`config.mk`:
```
export PLATFORM = sky130hd
export DESIGN_NAME = mlp_3_3_1_classifier_core_flat
export DESIGN_NICKNAME = d
export VERILOG_FILES = /design/src/rtl/mlp331_pkg.sv /design/src/rtl/mlp331_if.sv /design/src/rtl/mlp_3_3_1_classifier_core.sv /design/src/rtl/mlp331_regs.sv /design/src/rtl/mlp331_ctrl.sv /design/src/rtl/mlp331_dpath.sv /design/src/flat_wrapper.sv
export SDC_FILE = /design/constraint.sdc
export NUM_CORES = 2
export LEC_CHECK = 0
export ABC_AREA = 1
export BUFFER_PORTS_ARGS = -buffer_cell sky130_fd_sc_hd__buf_2
export CORE_MARGIN = 2
export CORE_UTILIZATION = 59
export DETAILED_ROUTE_END_ITERATION = 7
export GPL_ROUTABILITY_DRIVEN = 0
export PLACE_DENSITY_LB_ADDON = 0.1
export SYNTH_ARGS = -nofsm -noshare
export SYNTH_HDL_FRONTEND = slang
export SYNTH_SLANG_ARGS = --single-unit
```
`constraint.sdc`:
```
create_clock -name i_clk -period 30.8 [get_ports i_clk]
set_input_delay 1.54 -clock i_clk [delete_from_list [all_inputs] [get_ports i_clk]]
set_output_delay 1.54 -clock i_clk [all_outputs]
set_load 0.01 [all_outputs]
```
`src/rtl/mlp331_pkg.sv`:
```
package mlp331_pkg;

    localparam int NUM_INPUTS  = 3;
    localparam int NUM_HIDDEN  = 3;
    localparam int WEIGHT_BITS = 16;

    localparam int NUM_W1      = NUM_INPUTS * NUM_HIDDEN;
    localparam int NUM_WEIGHTS = NUM_W1 + NUM_HIDDEN;
    localparam int W_IDX_W     = (NUM_WEIGHTS > 1) ? $clog2(NUM_WEIGHTS) : 1;
    localparam int MAX_TERMS   = (NUM_INPUTS > NUM_HIDDEN) ? NUM_INPUTS : NUM_HIDDEN;
    localparam int TERM_W      = (MAX_TERMS > 1) ? $clog2(MAX_TERMS) : 1;
    localparam int NEUR_W      = $clog2(NUM_HIDDEN + 1);
    localparam int H_IDX_W     = (NUM_HIDDEN > 1) ? $clog2(NUM_HIDDEN) : 1;

    // Shared multiplier: A carries x, h or the sigmoid slope, B a weight or the fraction
    localparam int A_W   = 17;
    localparam int B_W   = (WEIGHT_BITS > 12) ? WEIGHT_BITS : 12;
    localparam int P_W   = A_W + B_W;
    localparam int ACC_W = P_W + TERM_W + 1;

    localparam int LEVEL_W = 16;
    localparam int X_W     = 13;
    localparam int THR_W   = 13;
    localparam int MODE_W  = 2;

    localparam logic [MODE_W-1:0] MODE_SIGMOID = 2'd0;
    localparam logic [MODE_W-1:0] MODE_LINEAR  = 2'd1;
    localparam logic [MODE_W-1:0] MODE_STEP    = 2'd2;

    localparam int NUM_REGS   = 2;
    localparam int PADDR_W    = $clog2(NUM_REGS * 4);
    localparam int PDATA_W    = 32;
    localparam int REG_IDX_W  = (NUM_REGS > 1) ? $clog2(NUM_REGS) : 1;
    localparam logic [REG_IDX_W-1:0] REG_MODE = 1'd0;
    localparam logic [REG_IDX_W-1:0] REG_THR  = 1'd1;

    localparam logic [THR_W-1:0] THR_RESET = 13'd2048;

    typedef struct packed {
        logic [MODE_W-1:0] mode;
        logic [THR_W-1:0]  thr;
    } t_cfg;

    typedef struct packed {
        logic               load_x;
        logic               wr_weight;
        logic               mac;
        logic               use_h;
        logic [TERM_W-1:0]  term;
        logic [W_IDX_W-1:0] w_idx;
        logic               round;
        logic               act;
        logic               h_wr;
        logic [H_IDX_W-1:0] h_idx;
        logic               out_load;
    } t_cmd;

    typedef struct packed {
        logic slot_free;
    } t_sts;

    // sigmoid(k/2), Q0.12
    function automatic logic [11:0] sig_entry(input logic [4:0] k);
        logic [11:0] v;
        case (k)
            5'd0:    v = 12'd2048;
            5'd1:    v = 12'd2550;
            5'd2:    v = 12'd2994;
            5'd3:    v = 12'd3349;
            5'd4:    v = 12'd3608;
            5'd5:    v = 12'd3785;
            5'd6:    v = 12'd3902;
            5'd7:    v = 12'd3976;
            5'd8:    v = 12'd4022;
            5'd9:    v = 12'd4051;
            5'd10:   v = 12'd4069;
            5'd11:   v = 12'd4079;
            5'd12:   v = 12'd4086;
            5'd13:   v = 12'd4090;
            5'd14:   v = 12'd4092;
            5'd15:   v = 12'd4094;
            default: v = 12'd4095;
        endcase
        return v;
    endfunction

    // floor((b*4096 + 127) / 255) = b*16 + floor((b*16 + 127) / 255)
    function automatic logic [X_W-1:0] scale_byte(input logic [7:0] b);
        logic [12:0] v;
        logic [12:0] t;
        v = {1'b0, b, 4'b0000} + 13'd127;
        t = v + 13'd1 + 13'(v[12:8]);
        return 13'({b, 4'b0000}) + 13'(t[12:8]);
    endfunction

endpackage

```
`src/rtl/mlp331_if.sv`:
```
interface mlp331_in_if;
    logic        valid;
    logic        ready;
    logic        action;
    logic [3:0]  weight_index;
    logic signed [15:0] weight_value;
    logic [7:0]  red;
    logic [7:0]  green;
    logic [7:0]  blue;

    modport source (
        output valid, action, weight_index, weight_value, red, green, blue,
        input  ready
    );
    modport sink (
        input  valid, action, weight_index, weight_value, red, green, blue,
        output ready
    );
endinterface

interface mlp331_out_if;
    logic        valid;
    logic        ready;
    logic signed [15:0] output_level;
    logic        positive;

    modport source (
        output valid, output_level, positive,
        input  ready
    );
    modport sink (
        input  valid, output_level, positive,
        output ready
    );
endinterface

```
`src/rtl/mlp_3_3_1_classifier_core.sv`:
```
// Three-input, three-hidden, one-output perceptron colour classifier, Q4.12 fixed point.
// An input transfer with action 0 stores one signed weight (index input*3+hidden for the
// first layer, 9..11 for the output layer; higher indexes are dropped) and
// gives no result. A transfer with action 1 scales red, green and blue to x/255, runs both
// layers with the activation chosen in register 0 and returns the output level and a flag
// that is set when the level is above the threshold in register 1 (APB offsets 0x0 and 0x4).
// A classify transfer occupies the block until its result is loaded into the output register,
// and no next input is taken before then: one shared multiplier forms every product and each
// sigmoid interpolation in turn, and each neuron spends a rounding step and an activation step
// after its products. A finished result waits in an output register; the block stalls on the
// last step only while that register is still full.
module mlp_3_3_1_classifier_core (
    input  logic                           i_clk,
    input  logic                           i_rst_n,
    mlp331_in_if.sink                      i_in,
    mlp331_out_if.source                   o_out,
    input  logic                           psel,
    input  logic                           penable,
    input  logic                           pwrite,
    input  logic [mlp331_pkg::PADDR_W-1:0] paddr,
    input  logic [mlp331_pkg::PDATA_W-1:0] pwdata,
    output logic [mlp331_pkg::PDATA_W-1:0] prdata,
    output logic                           pready
);

    mlp331_pkg::t_cfg cfg;
    mlp331_pkg::t_cmd cmd;
    mlp331_pkg::t_sts sts;
    logic             in_ready;

    mlp331_regs u_regs (
        .i_clk   (i_clk),
        .i_rst_n (i_rst_n),
        .psel    (psel),
        .penable (penable),
        .pwrite  (pwrite),
        .paddr   (paddr),
        .pwdata  (pwdata),
        .prdata  (prdata),
        .pready  (pready),
        .o_cfg   (cfg)
    );

    mlp331_ctrl u_ctrl (
        .i_clk       (i_clk),
        .i_rst_n     (i_rst_n),
        .i_in_valid  (i_in.valid),
        .i_in_action (i_in.action),
        .i_sts       (sts),
        .o_in_ready  (in_ready),
        .o_cmd       (cmd)
    );

    mlp331_dpath u_dpath (
        .i_clk          (i_clk),
        .i_rst_n        (i_rst_n),
        .i_cmd          (cmd),
        .i_cfg          (cfg),
        .i_weight_index (i_in.weight_index),
        .i_weight_value (i_in.weight_value),
        .i_red          (i_in.red),
        .i_green        (i_in.green),
        .i_blue         (i_in.blue),
        .i_out_ready    (o_out.ready),
        .o_sts          (sts),
        .o_out_valid    (o_out.valid),
        .o_output_level (o_out.output_level),
        .o_positive     (o_out.positive)
    );

    assign i_in.ready = in_ready;

endmodule

```
`src/rtl/mlp331_regs.sv`:
```
module mlp331_regs (
    input  logic                                i_clk,
    input  logic                                i_rst_n,
    input  logic                                psel,
    input  logic                                penable,
    input  logic                                pwrite,
    input  logic [mlp331_pkg::PADDR_W-1:0]      paddr,
    input  logic [mlp331_pkg::PDATA_W-1:0]      pwdata,
    output logic [mlp331_pkg::PDATA_W-1:0]      prdata,
    output logic                                pready,
    output mlp331_pkg::t_cfg                    o_cfg
);

    logic [mlp331_pkg::MODE_W-1:0]    r_mode;
    logic [mlp331_pkg::THR_W-1:0]     r_thr;
    logic [mlp331_pkg::REG_IDX_W-1:0] reg_idx;
    logic                             wr_en;

    assign reg_idx = paddr[mlp331_pkg::PADDR_W-1:2];
    assign wr_en   = psel && penable && pwrite;
    assign pready  = 1'b1;

    always_ff @(posedge i_clk) begin
        if (!i_rst_n) begin
            r_mode <= mlp331_pkg::MODE_SIGMOID;
            r_thr  <= mlp331_pkg::THR_RESET;
        end else if (wr_en) begin
            case (reg_idx)
                mlp331_pkg::REG_MODE: r_mode <= pwdata[mlp331_pkg::MODE_W-1:0];
                mlp331_pkg::REG_THR:  r_thr  <= pwdata[mlp331_pkg::THR_W-1:0];
                default: ;
            endcase
        end
    end

    always_comb begin
        case (reg_idx)
            mlp331_pkg::REG_MODE: prdata = mlp331_pkg::PDATA_W'(r_mode);
            mlp331_pkg::REG_THR:  prdata = mlp331_pkg::PDATA_W'(r_thr);
            default:              prdata = '0;
        endcase
    end

    assign o_cfg.mode = r_mode;
    assign o_cfg.thr  = r_thr;

endmodule

```
`src/rtl/mlp331_ctrl.sv`:
```
module mlp331_ctrl (
    input  logic              i_clk,
    input  logic              i_rst_n,
    input  logic              i_in_valid,
    input  logic              i_in_action,
    input  mlp331_pkg::t_sts  i_sts,
    output logic              o_in_ready,
    output mlp331_pkg::t_cmd  o_cmd
);

    localparam logic [1:0] S_IDLE  = 2'd0;
    localparam logic [1:0] S_MAC   = 2'd1;
    localparam logic [1:0] S_ROUND = 2'd2;
    localparam logic [1:0] S_ACT   = 2'd3;

    localparam logic [mlp331_pkg::NEUR_W-1:0] OUT_NEURON =
        mlp331_pkg::NEUR_W'(mlp331_pkg::NUM_HIDDEN);
    localparam logic [mlp331_pkg::TERM_W-1:0] LAST_IN_TERM =
        mlp331_pkg::TERM_W'(mlp331_pkg::NUM_INPUTS - 1);
    localparam logic [mlp331_pkg::TERM_W-1:0] LAST_H_TERM =
        mlp331_pkg::TERM_W'(mlp331_pkg::NUM_HIDDEN - 1);

    logic [1:0]                      r_state,  n_state;
    logic [mlp331_pkg::NEUR_W-1:0]   r_neuron, n_neuron;
    logic [mlp331_pkg::TERM_W-1:0]   r_term,   n_term;
    logic                            in_xfer;
    logic                            at_out;
    logic                            last_term;

    assign o_in_ready = (r_state == S_IDLE);
    assign in_xfer    = i_in_valid && o_in_ready;
    assign at_out     = (r_neuron == OUT_NEURON);
    assign last_term  = at_out ? (r_term == LAST_H_TERM) : (r_term == LAST_IN_TERM);

    always_comb begin
        n_state  = r_state;
        n_neuron = r_neuron;
        n_term   = r_term;

        o_cmd           = '0;
        o_cmd.use_h     = at_out;
        o_cmd.term      = r_term;
        o_cmd.h_idx     = mlp331_pkg::H_IDX_W'(r_neuron);
        // hidden neuron j, input i: weight i*NH + j; output neuron: after the first layer
        o_cmd.w_idx     = at_out
            ? mlp331_pkg::W_IDX_W'(mlp331_pkg::NUM_W1 + int'(r_term))
            : mlp331_pkg::W_IDX_W'(int'(r_term) * mlp331_pkg::NUM_HIDDEN + int'(r_neuron));

        case (r_state)
            S_IDLE: begin
                if (in_xfer) begin
                    if (i_in_action) begin
                        o_cmd.load_x = 1'b1;
                        n_state      = S_MAC;
                        n_neuron     = '0;
                        n_term       = '0;
                    end else begin
                        o_cmd.wr_weight = 1'b1;
                    end
                end
            end
            S_MAC: begin
                o_cmd.mac = 1'b1;
                if (last_term) begin
                    n_term  = '0;
                    n_state = S_ROUND;
                end else begin
                    n_term = r_term + 1'b1;
                end
            end
            S_ROUND: begin
                o_cmd.round = 1'b1;
                n_state     = S_ACT;
            end
            S_ACT: begin
                o_cmd.act = 1'b1;
                if (!at_out) begin
                    o_cmd.h_wr = 1'b1;
                    n_neuron   = r_neuron + 1'b1;
                    n_state    = S_MAC;
                end else if (i_sts.slot_free) begin
                    o_cmd.out_load = 1'b1;
                    n_state        = S_IDLE;
                end
            end
            default: n_state = S_IDLE;
        endcase
    end

    always_ff @(posedge i_clk) begin
        if (!i_rst_n) begin
            r_state  <= S_IDLE;
            r_neuron <= '0;
            r_term   <= '0;
        end else begin
            r_state  <= n_state;
            r_neuron <= n_neuron;
            r_term   <= n_term;
        end
    end

endmodule

```
`src/rtl/mlp331_dpath.sv`:
```
module mlp331_dpath (
    input  logic               i_clk,
    input  logic               i_rst_n,
    input  mlp331_pkg::t_cmd   i_cmd,
    input  mlp331_pkg::t_cfg   i_cfg,
    input  logic [3:0]         i_weight_index,
    input  logic signed [15:0] i_weight_value,
    input  logic [7:0]         i_red,
    input  logic [7:0]         i_green,
    input  logic [7:0]         i_blue,
    input  logic               i_out_ready,
    output mlp331_pkg::t_sts   o_sts,
    output logic               o_out_valid,
    output logic signed [15:0] o_output_level,
    output logic               o_positive
);

    localparam int ACC_W = mlp331_pkg::ACC_W;
    localparam logic signed [ACC_W-1:0] SAT_HI   = ACC_W'(32767);
    localparam logic signed [ACC_W-1:0] SAT_LO   = -ACC_W'(32768);
    localparam logic signed [ACC_W-1:0] RND_HALF = ACC_W'(2048);

    logic signed [mlp331_pkg::WEIGHT_BITS-1:0] r_w [mlp331_pkg::NUM_WEIGHTS];
    logic [mlp331_pkg::X_W-1:0]                r_x [mlp331_pkg::NUM_INPUTS];
    logic signed [15:0]                        r_h [mlp331_pkg::NUM_HIDDEN];
    logic signed [ACC_W-1:0]                   r_acc;
    logic signed [15:0]                        r_lvl;
    logic                                      r_out_valid;
    logic signed [15:0]                        r_out_level;
    logic                                      r_out_pos;

    logic [7:0]                           rgb [3];
    logic signed [mlp331_pkg::A_W-1:0]    mul_a;
    logic signed [mlp331_pkg::B_W-1:0]    mul_b;
    logic signed [mlp331_pkg::P_W-1:0]    prod;
    logic signed [ACC_W-1:0]              rnd_sum;
    logic signed [ACC_W-1:0]              rnd_shr;
    logic signed [15:0]                   rnd_val;

    logic                                 neg;
    logic [16:0]                          mag;
    logic                                 beyond;
    logic [3:0]                           seg;
    logic [11:0]                          base;
    logic [8:0]                           slope;
    logic [20:0]                          interp_raw;
    logic [12:0]                          interp;
    logic [12:0]                          sig_val;
    logic signed [15:0]                   act_val;
    logic                                 act_pos;

    assign rgb[0] = i_red;
    assign rgb[1] = i_green;
    assign rgb[2] = i_blue;

    // Sigmoid: |v| in half-unit segments, interpolation through the shared multiplier
    always_comb begin
        neg    = r_lvl[15];
        mag    = neg ? (17'd0 - {r_lvl[15], r_lvl}) : {1'b0, r_lvl};
        beyond = (mag[16:15] != 2'b00);
        seg    = mag[14:11];
        base   = beyond ? 12'd4095 : mlp331_pkg::sig_entry({1'b0, seg});
        slope  = beyond ? 9'd0
                        : 9'(mlp331_pkg::sig_entry(5'(seg) + 5'd1)
                             - mlp331_pkg::sig_entry({1'b0, seg}));
    end

    always_comb begin
        if (i_cmd.act) begin
            mul_a = mlp331_pkg::A_W'($signed({1'b0, slope}));
            mul_b = mlp331_pkg::B_W'($signed({1'b0, mag[10:0]}));
        end else begin
            mul_a = i_cmd.use_h ? mlp331_pkg::A_W'(r_h[mlp331_pkg::H_IDX_W'(i_cmd.term)])
                                : mlp331_pkg::A_W'($signed({1'b0, r_x[i_cmd.term]}));
            mul_b = mlp331_pkg::B_W'(r_w[i_cmd.w_idx]);
        end
        prod = mul_a * mul_b;
    end

    always_comb begin
        interp_raw = prod[20:0] + 21'd1024;
        interp     = 13'(base) + 13'(interp_raw[20:11]);
        sig_val    = neg ? (13'd4096 - interp) : interp;
        case (i_cfg.mode)
            mlp331_pkg::MODE_SIGMOID: act_val = 16'($signed({1'b0, sig_val}));
            mlp331_pkg::MODE_LINEAR:  act_val = r_lvl;
            mlp331_pkg::MODE_STEP:    act_val = (r_lvl > 16'sd2048) ? 16'sd4096 : 16'sd0;
            default:                  act_val = -16'sd8192;
        endcase
        act_pos = $signed({act_val[15], act_val}) > $signed({4'b0000, i_cfg.thr});
    end

    // Q.24 sum to Q.12, half up, then saturate to 16 bits
    always_comb begin
        rnd_sum = r_acc + RND_HALF;
        rnd_shr = rnd_sum >>> 12;
        if (rnd_shr > SAT_HI) begin
            rnd_val = 16'sd32767;
        end else if (rnd_shr < SAT_LO) begin
            rnd_val = -16'sd32768;
        end else begin
            rnd_val = rnd_shr[15:0];
        end
    end

    always_ff @(posedge i_clk) begin
        if (!i_rst_n) begin
            for (int k = 0; k < mlp331_pkg::NUM_WEIGHTS; k++) begin
                r_w[k] <= '0;
            end
        end else if (i_cmd.wr_weight && (int'(i_weight_index) < mlp331_pkg::NUM_WEIGHTS)) begin
            r_w[mlp331_pkg::W_IDX_W'(i_weight_index)] <=
                mlp331_pkg::WEIGHT_BITS'(i_weight_value);
        end
    end

    for (genvar gi = 0; gi < mlp331_pkg::NUM_INPUTS; gi++) begin : g_x
        if (gi < 3) begin : g_byte
            always_ff @(posedge i_clk) begin
                if (i_cmd.load_x) begin
                    r_x[gi] <= mlp331_pkg::scale_byte(rgb[gi]);
                end
            end
        end else begin : g_zero
            always_ff @(posedge i_clk) begin
                if (i_cmd.load_x) begin
                    r_x[gi] <= '0;
                end
            end
        end
    end

    always_ff @(posedge i_clk) begin
        if (i_cmd.load_x || i_cmd.round) begin
            r_acc <= '0;
        end else if (i_cmd.mac) begin
            r_acc <= r_acc + ACC_W'(prod);
        end
        if (i_cmd.round) begin
            r_lvl <= rnd_val;
        end
        if (i_cmd.h_wr) begin
            r_h[i_cmd.h_idx] <= act_val;
        end
        if (i_cmd.out_load) begin
            r_out_level <= act_val;
            r_out_pos   <= act_pos;
        end
    end

    always_ff @(posedge i_clk) begin
        if (!i_rst_n) begin
            r_out_valid <= 1'b0;
        end else if (i_cmd.out_load) begin
            r_out_valid <= 1'b1;
        end else if (i_out_ready) begin
            r_out_valid <= 1'b0;
        end
    end

    assign o_sts.slot_free = !r_out_valid || i_out_ready;
    assign o_out_valid     = r_out_valid;
    assign o_output_level  = r_out_level;
    assign o_positive      = r_out_pos;

endmodule

```
`src/flat_wrapper.sv`:
```
// flat-port wrapper written by rule: the top's interface ports become plain ports
module mlp_3_3_1_classifier_core_flat 
  (i_clk, i_rst_n, psel, penable, pwrite, paddr, pwdata, prdata, pready, i_in_valid, i_in_action, i_in_weight_index, i_in_weight_value, i_in_red, i_in_green, i_in_blue, i_in_ready, o_out_valid, o_out_output_level, o_out_positive, o_out_ready);
  mlp331_in_if i_in_i ();
  mlp331_out_if o_out_i ();
  input  logic i_clk;
  input  logic i_rst_n;
  input  logic psel;
  input  logic penable;
  input  logic pwrite;
  input  logic [mlp331_pkg::PADDR_W-1:0] paddr;
  input  logic [mlp331_pkg::PDATA_W-1:0] pwdata;
  output logic [mlp331_pkg::PDATA_W-1:0] prdata;
  output logic pready;
  input wire logic [$bits(i_in_i.valid)-1:0] i_in_valid;
  input wire logic [$bits(i_in_i.action)-1:0] i_in_action;
  input wire logic [$bits(i_in_i.weight_index)-1:0] i_in_weight_index;
  input wire logic [$bits(i_in_i.weight_value)-1:0] i_in_weight_value;
  input wire logic [$bits(i_in_i.red)-1:0] i_in_red;
  input wire logic [$bits(i_in_i.green)-1:0] i_in_green;
  input wire logic [$bits(i_in_i.blue)-1:0] i_in_blue;
  output wire logic [$bits(i_in_i.ready)-1:0] i_in_ready;
  output wire logic [$bits(o_out_i.valid)-1:0] o_out_valid;
  output wire logic [$bits(o_out_i.output_level)-1:0] o_out_output_level;
  output wire logic [$bits(o_out_i.positive)-1:0] o_out_positive;
  input wire logic [$bits(o_out_i.ready)-1:0] o_out_ready;
  assign i_in_i.valid = i_in_valid;
  assign i_in_i.action = i_in_action;
  assign i_in_i.weight_index = i_in_weight_index;
  assign i_in_i.weight_value = i_in_weight_value;
  assign i_in_i.red = i_in_red;
  assign i_in_i.green = i_in_green;
  assign i_in_i.blue = i_in_blue;
  assign i_in_ready = i_in_i.ready;
  assign o_out_valid = o_out_i.valid;
  assign o_out_output_level = o_out_i.output_level;
  assign o_out_positive = o_out_i.positive;
  assign o_out_i.ready = o_out_ready;
  mlp_3_3_1_classifier_core u_core (.i_clk(i_clk), .i_rst_n(i_rst_n), .i_in(i_in_i), .o_out(o_out_i), .psel(psel), .penable(penable), .pwrite(pwrite), .paddr(paddr), .pwdata(pwdata), .prdata(prdata), .pready(pready));
endmodule
```
==> results by group <==
Timing
  – Slew Limit Headroom: 0.108
  – Setup TNS Final: 0 ns
  – Fin. Hold Viols: 0
  – Final clock skew: 0.0379 ns
  – Final period utilization: 0.464
  – Hold slack: 0.473 ns
  – Unrepaired setup endpoints after global routing: false
  – Least-Margin Pin Slew: 1.32 ns
  – Max Fclk: 70.0 MHz
  – Pins over their slew limit: 0
  – Setup violators final: 0
  – PnR worst setup slack: 16.52 ns
  – Final min period: 14.28 ns

Synthesis
  – Synth unique cells: 68
  – Synth Area in Compound Gates: 0.0898
  – Synth Area in Simple Gates: 0.210
  – Multiplexer share of the synthesized area: 0
  – Mean post-synth cell area: 8.44 µm²
  – Post-synthesis adder-cell area fraction: 0.218
  – Synthesized netlist cell count: 4215
  – Synth async-reset ratio: 0
  – Mapped Area: 35600 µm²
  – Post-synth EDFFs: 376
  – Yosys reg bits: 436
  – Synth Flop Type: edfxtp_1
  – Register area share after synthesis: 0.351
  – Ys Warns: 0
  – Largest family of logic cells by synthesized area: adder cells
  – Synth Area in XOR/XNOR: 0.0340

Cells and area
  – Area growth, synth to finish: 7.90%
  – Antenna cells: 0
  – Final nets: 4858
  – Filler cells: 5209
  – Share of layout cells above drive strength 1: 0.0680

GRT
  – Global-route wire length before repair: 151000 µm
  – Total gr overflow: 0
  – Initial antenna violation count: 0
  – Gr usage total: 0.310
  – Largest net degree at the start of global routing: 82
  – Number of global-route vias before repair: 27.7k

Critical path
  – Max incr delay on CP: 0.87 ns
  – Critical path class: reg2reg
  – Critical path's slowest cell: edfxtp_1
  – Most frequent CP cell: nand2_1
  – Type of destination of the critical path: register
  – Crit Path Max Fanout: 24
  – CP Data Arrival Time: 14.61 ns
  – CP startpoint kind: register
  – Worst EP required: 31.13 ns

Floorplanning
  – Num ports: 139
  – Chip Width: 250 µm
  – Starting Density: 0.593
  – Die ar.: 62300 µm²
  – Chip height: 250 µm
  – Row count: 90
  – Placeable Area: 60000 µm²

Drt
  – DR iter-0 viols: 2627
  – DR vias/cell: 5.61
  – DRT Pass-1 Iters: 6
  – DR WL/cell: 18.5 µm
  – Post-route DRC: 0
  – Via count: 28.8k
  – Routed Antenna Nets: 0
  – Post-detailed-routing wire length: 95300 µm

Placed design
  – Post-DP HPWL: 71100 µm
  – Port bufs: 97
  – Place WS: 16.91 ns

Clocking
  – Clock insertion delay at the later pin of the skew report: 0.62 ns
  – Cts repair resizes: 0
  – CTS tree: built
  – H-tree depth: 2
  – CTS Sinks: 436
  – CTS Buf Count: 48
  – Root Driver: clkbuf_16
  – CTS clock-pin slew for the worst setup and hold paths: 0.06 ns
  – Hold-fix buffers, CTS: 0
  – Postcts setup bufs: 0
  – Max clock buf depth: 3

Flow run
  – Max-Cap Viols: 0

Hold path
  – Worst Hold Class: reg2reg

Run status
  – Status: completed
## critical path: cells and delay by family (launching register included)
kind	cells	cell delay (ns)
compound gates	11	2.09
fa+ha+maj	13	5.51
simple gates	27	3.53
flops	1	0.87
xor+xnor	1	0.55
buf+inv	11	1.36
## registers in the layout, summed over array words and instances, names as in the netlist, 2 cells and up, named ones only
signal / count
u_core.u_ctrl.r_state: 2
u_core.u_dpath.r_h: 48
u_core.u_dpath.r_lvl: 16
u_core.u_ctrl.r_neuron: 2
u_core.u_dpath.r_x: 39
u_core.u_regs.r_thr: 13
u_core.u_dpath.r_w: 256
u_core.u_ctrl.r_term: 2
u_core.u_regs.r_mode: 2
u_core.u_dpath.r_acc: 36
u_core.u_dpath.o_output_level: 16
## synthesized netlist by cell type, types with 20 or more instances
| cell type | count | area [µm²] |
|---|---|---|
| o211ai_1 | 31 | 233 |
| nor2_1 | 571 | 2140 |
| clkbuf_1 | 66 | 248 |
| inv_1 | 646 | 2420 |
| nand3_1 | 249 | 1250 |
| buf_4 | 43 | 323 |
| inv_2 | 23 | 86.3 |
| o21ai_1 | 20 | 100 |
| edfxtp_1 | 376 | 11300 |
| dfxtp_1 | 60 | 1200 |
| ha_1 | 184 | 2300 |
| buf_2 | 35 | 175 |
| xnor2_1 | 37 | 324 |
| o21ai_0 | 160 | 801 |
| a21oi_1 | 199 | 996 |
| xor2_1 | 101 | 885 |
| fa_1 | 273 | 5470 |
| nand2_1 | 853 | 3200 |
| nor3_1 | 32 | 160 |
| nand4_1 | 35 | 219 |
| o22ai_1 | 26 | 163 |
## per-stage QoR
step                      utilization  std cells  instance area (µm²)
final                           0.640       5135                38400
after global placement          0.612       5046                36700
after floorplan                     -       4297                35900
after CTS                       0.640       5135                38400
after detailed placement        0.612       5046                36700
after global routing            0.640       5135                38400
## final cells by class
class,instances,area [µm²],area share
Clock buffer,56,1230,0.0321
Clock inverter,33,454,0.0118
Inverter,677,2540,0.0663
Multi-Input combinational cell,3021,20000,0.520
Sequential cell,436,12500,0.325
Tap cell,782,978,0.0255
Timing Repair Buffer,130,733,0.0191
## placed cells by master (no fill, tap or decap), drive strengths merged, types with 7 or more instances in the layout
| master | netlist | routed |
|---|---|---|
| a211oi | 8 | 8 |
| a21o | 13 | 13 |
| a21oi | 209 | 209 |
| a31oi | 10 | 10 |
| a32o | 13 | 13 |
| buf | 95 | 130 |
| bufinv | 0 | 9 |
| clkbuf | 68 | 56 |
| clkinv | 8 | 25 |
| conb | 2 | 84 |
| dfxtp | 60 | 60 |
| edfxtp | 376 | 376 |
| fa | 273 | 273 |
| ha | 184 | 184 |
| inv | 669 | 673 |
| nand2 | 868 | 868 |
| nand3 | 256 | 256 |
| nand4 | 36 | 36 |
| nor2 | 579 | 579 |
| nor3 | 35 | 35 |
| nor4 | 13 | 13 |
| o211ai | 34 | 34 |
| o21ai | 185 | 185 |
| o21bai | 8 | 8 |
| o22ai | 27 | 27 |
| or2 | 7 | 7 |
| xnor2 | 37 | 37 |
| xor2 | 101 | 101 |
## cell families (layout without fill, tap and decap cells)
| logic type | count (synthesis) | in the layout |
|---|---|---|
| xor+xnor | 138 | 138 |
| buf+inv | 840 | 896 |
| simple gates | 1803 | 1803 |
| other cells | 2 | 84 |
| flops | 436 | 436 |
| fa+ha+maj | 457 | 457 |
| compound gates | 539 | 539 |
## path summary, 6_finish.rpt
check                           cells after the start                                   end  slack, ns                                   start
worst max-delay path                               63   u_core.u_dpath.o_positive$_DFFE_PP_      16.52  u_core.u_dpath.r_lvl[15]$_SDFFCE_PN0P_
worst max register to register                     63   u_core.u_dpath.o_positive$_DFFE_PP_      16.52  u_core.u_dpath.r_lvl[15]$_SDFFCE_PN0P_
worst min-delay path                                2  u_core.u_dpath.r_acc[0]$_SDFFE_PP0P_       0.47    u_core.u_dpath.r_acc[0]$_SDFFE_PP0P_
worst min register to register                      2  u_core.u_dpath.r_acc[0]$_SDFFE_PP0P_       0.47    u_core.u_dpath.r_acc[0]$_SDFFE_PP0P_
## metal layers
layer | GRT usage | wire [µm] | up-vias
li1 | - | - | 13700
met4 | 0.0990 | 3070 | 0
met2 | 0.473 | 42000 | 1140
met1 | 0.455 | 41600 | 13800
met5 | 0 | 0 | -
met3 | 0.0513 | 8600 | 192
Power is left out: the tool's default activity adds up to more than one toggle a clock period on the data nets, which glitch-free logic cannot reach.
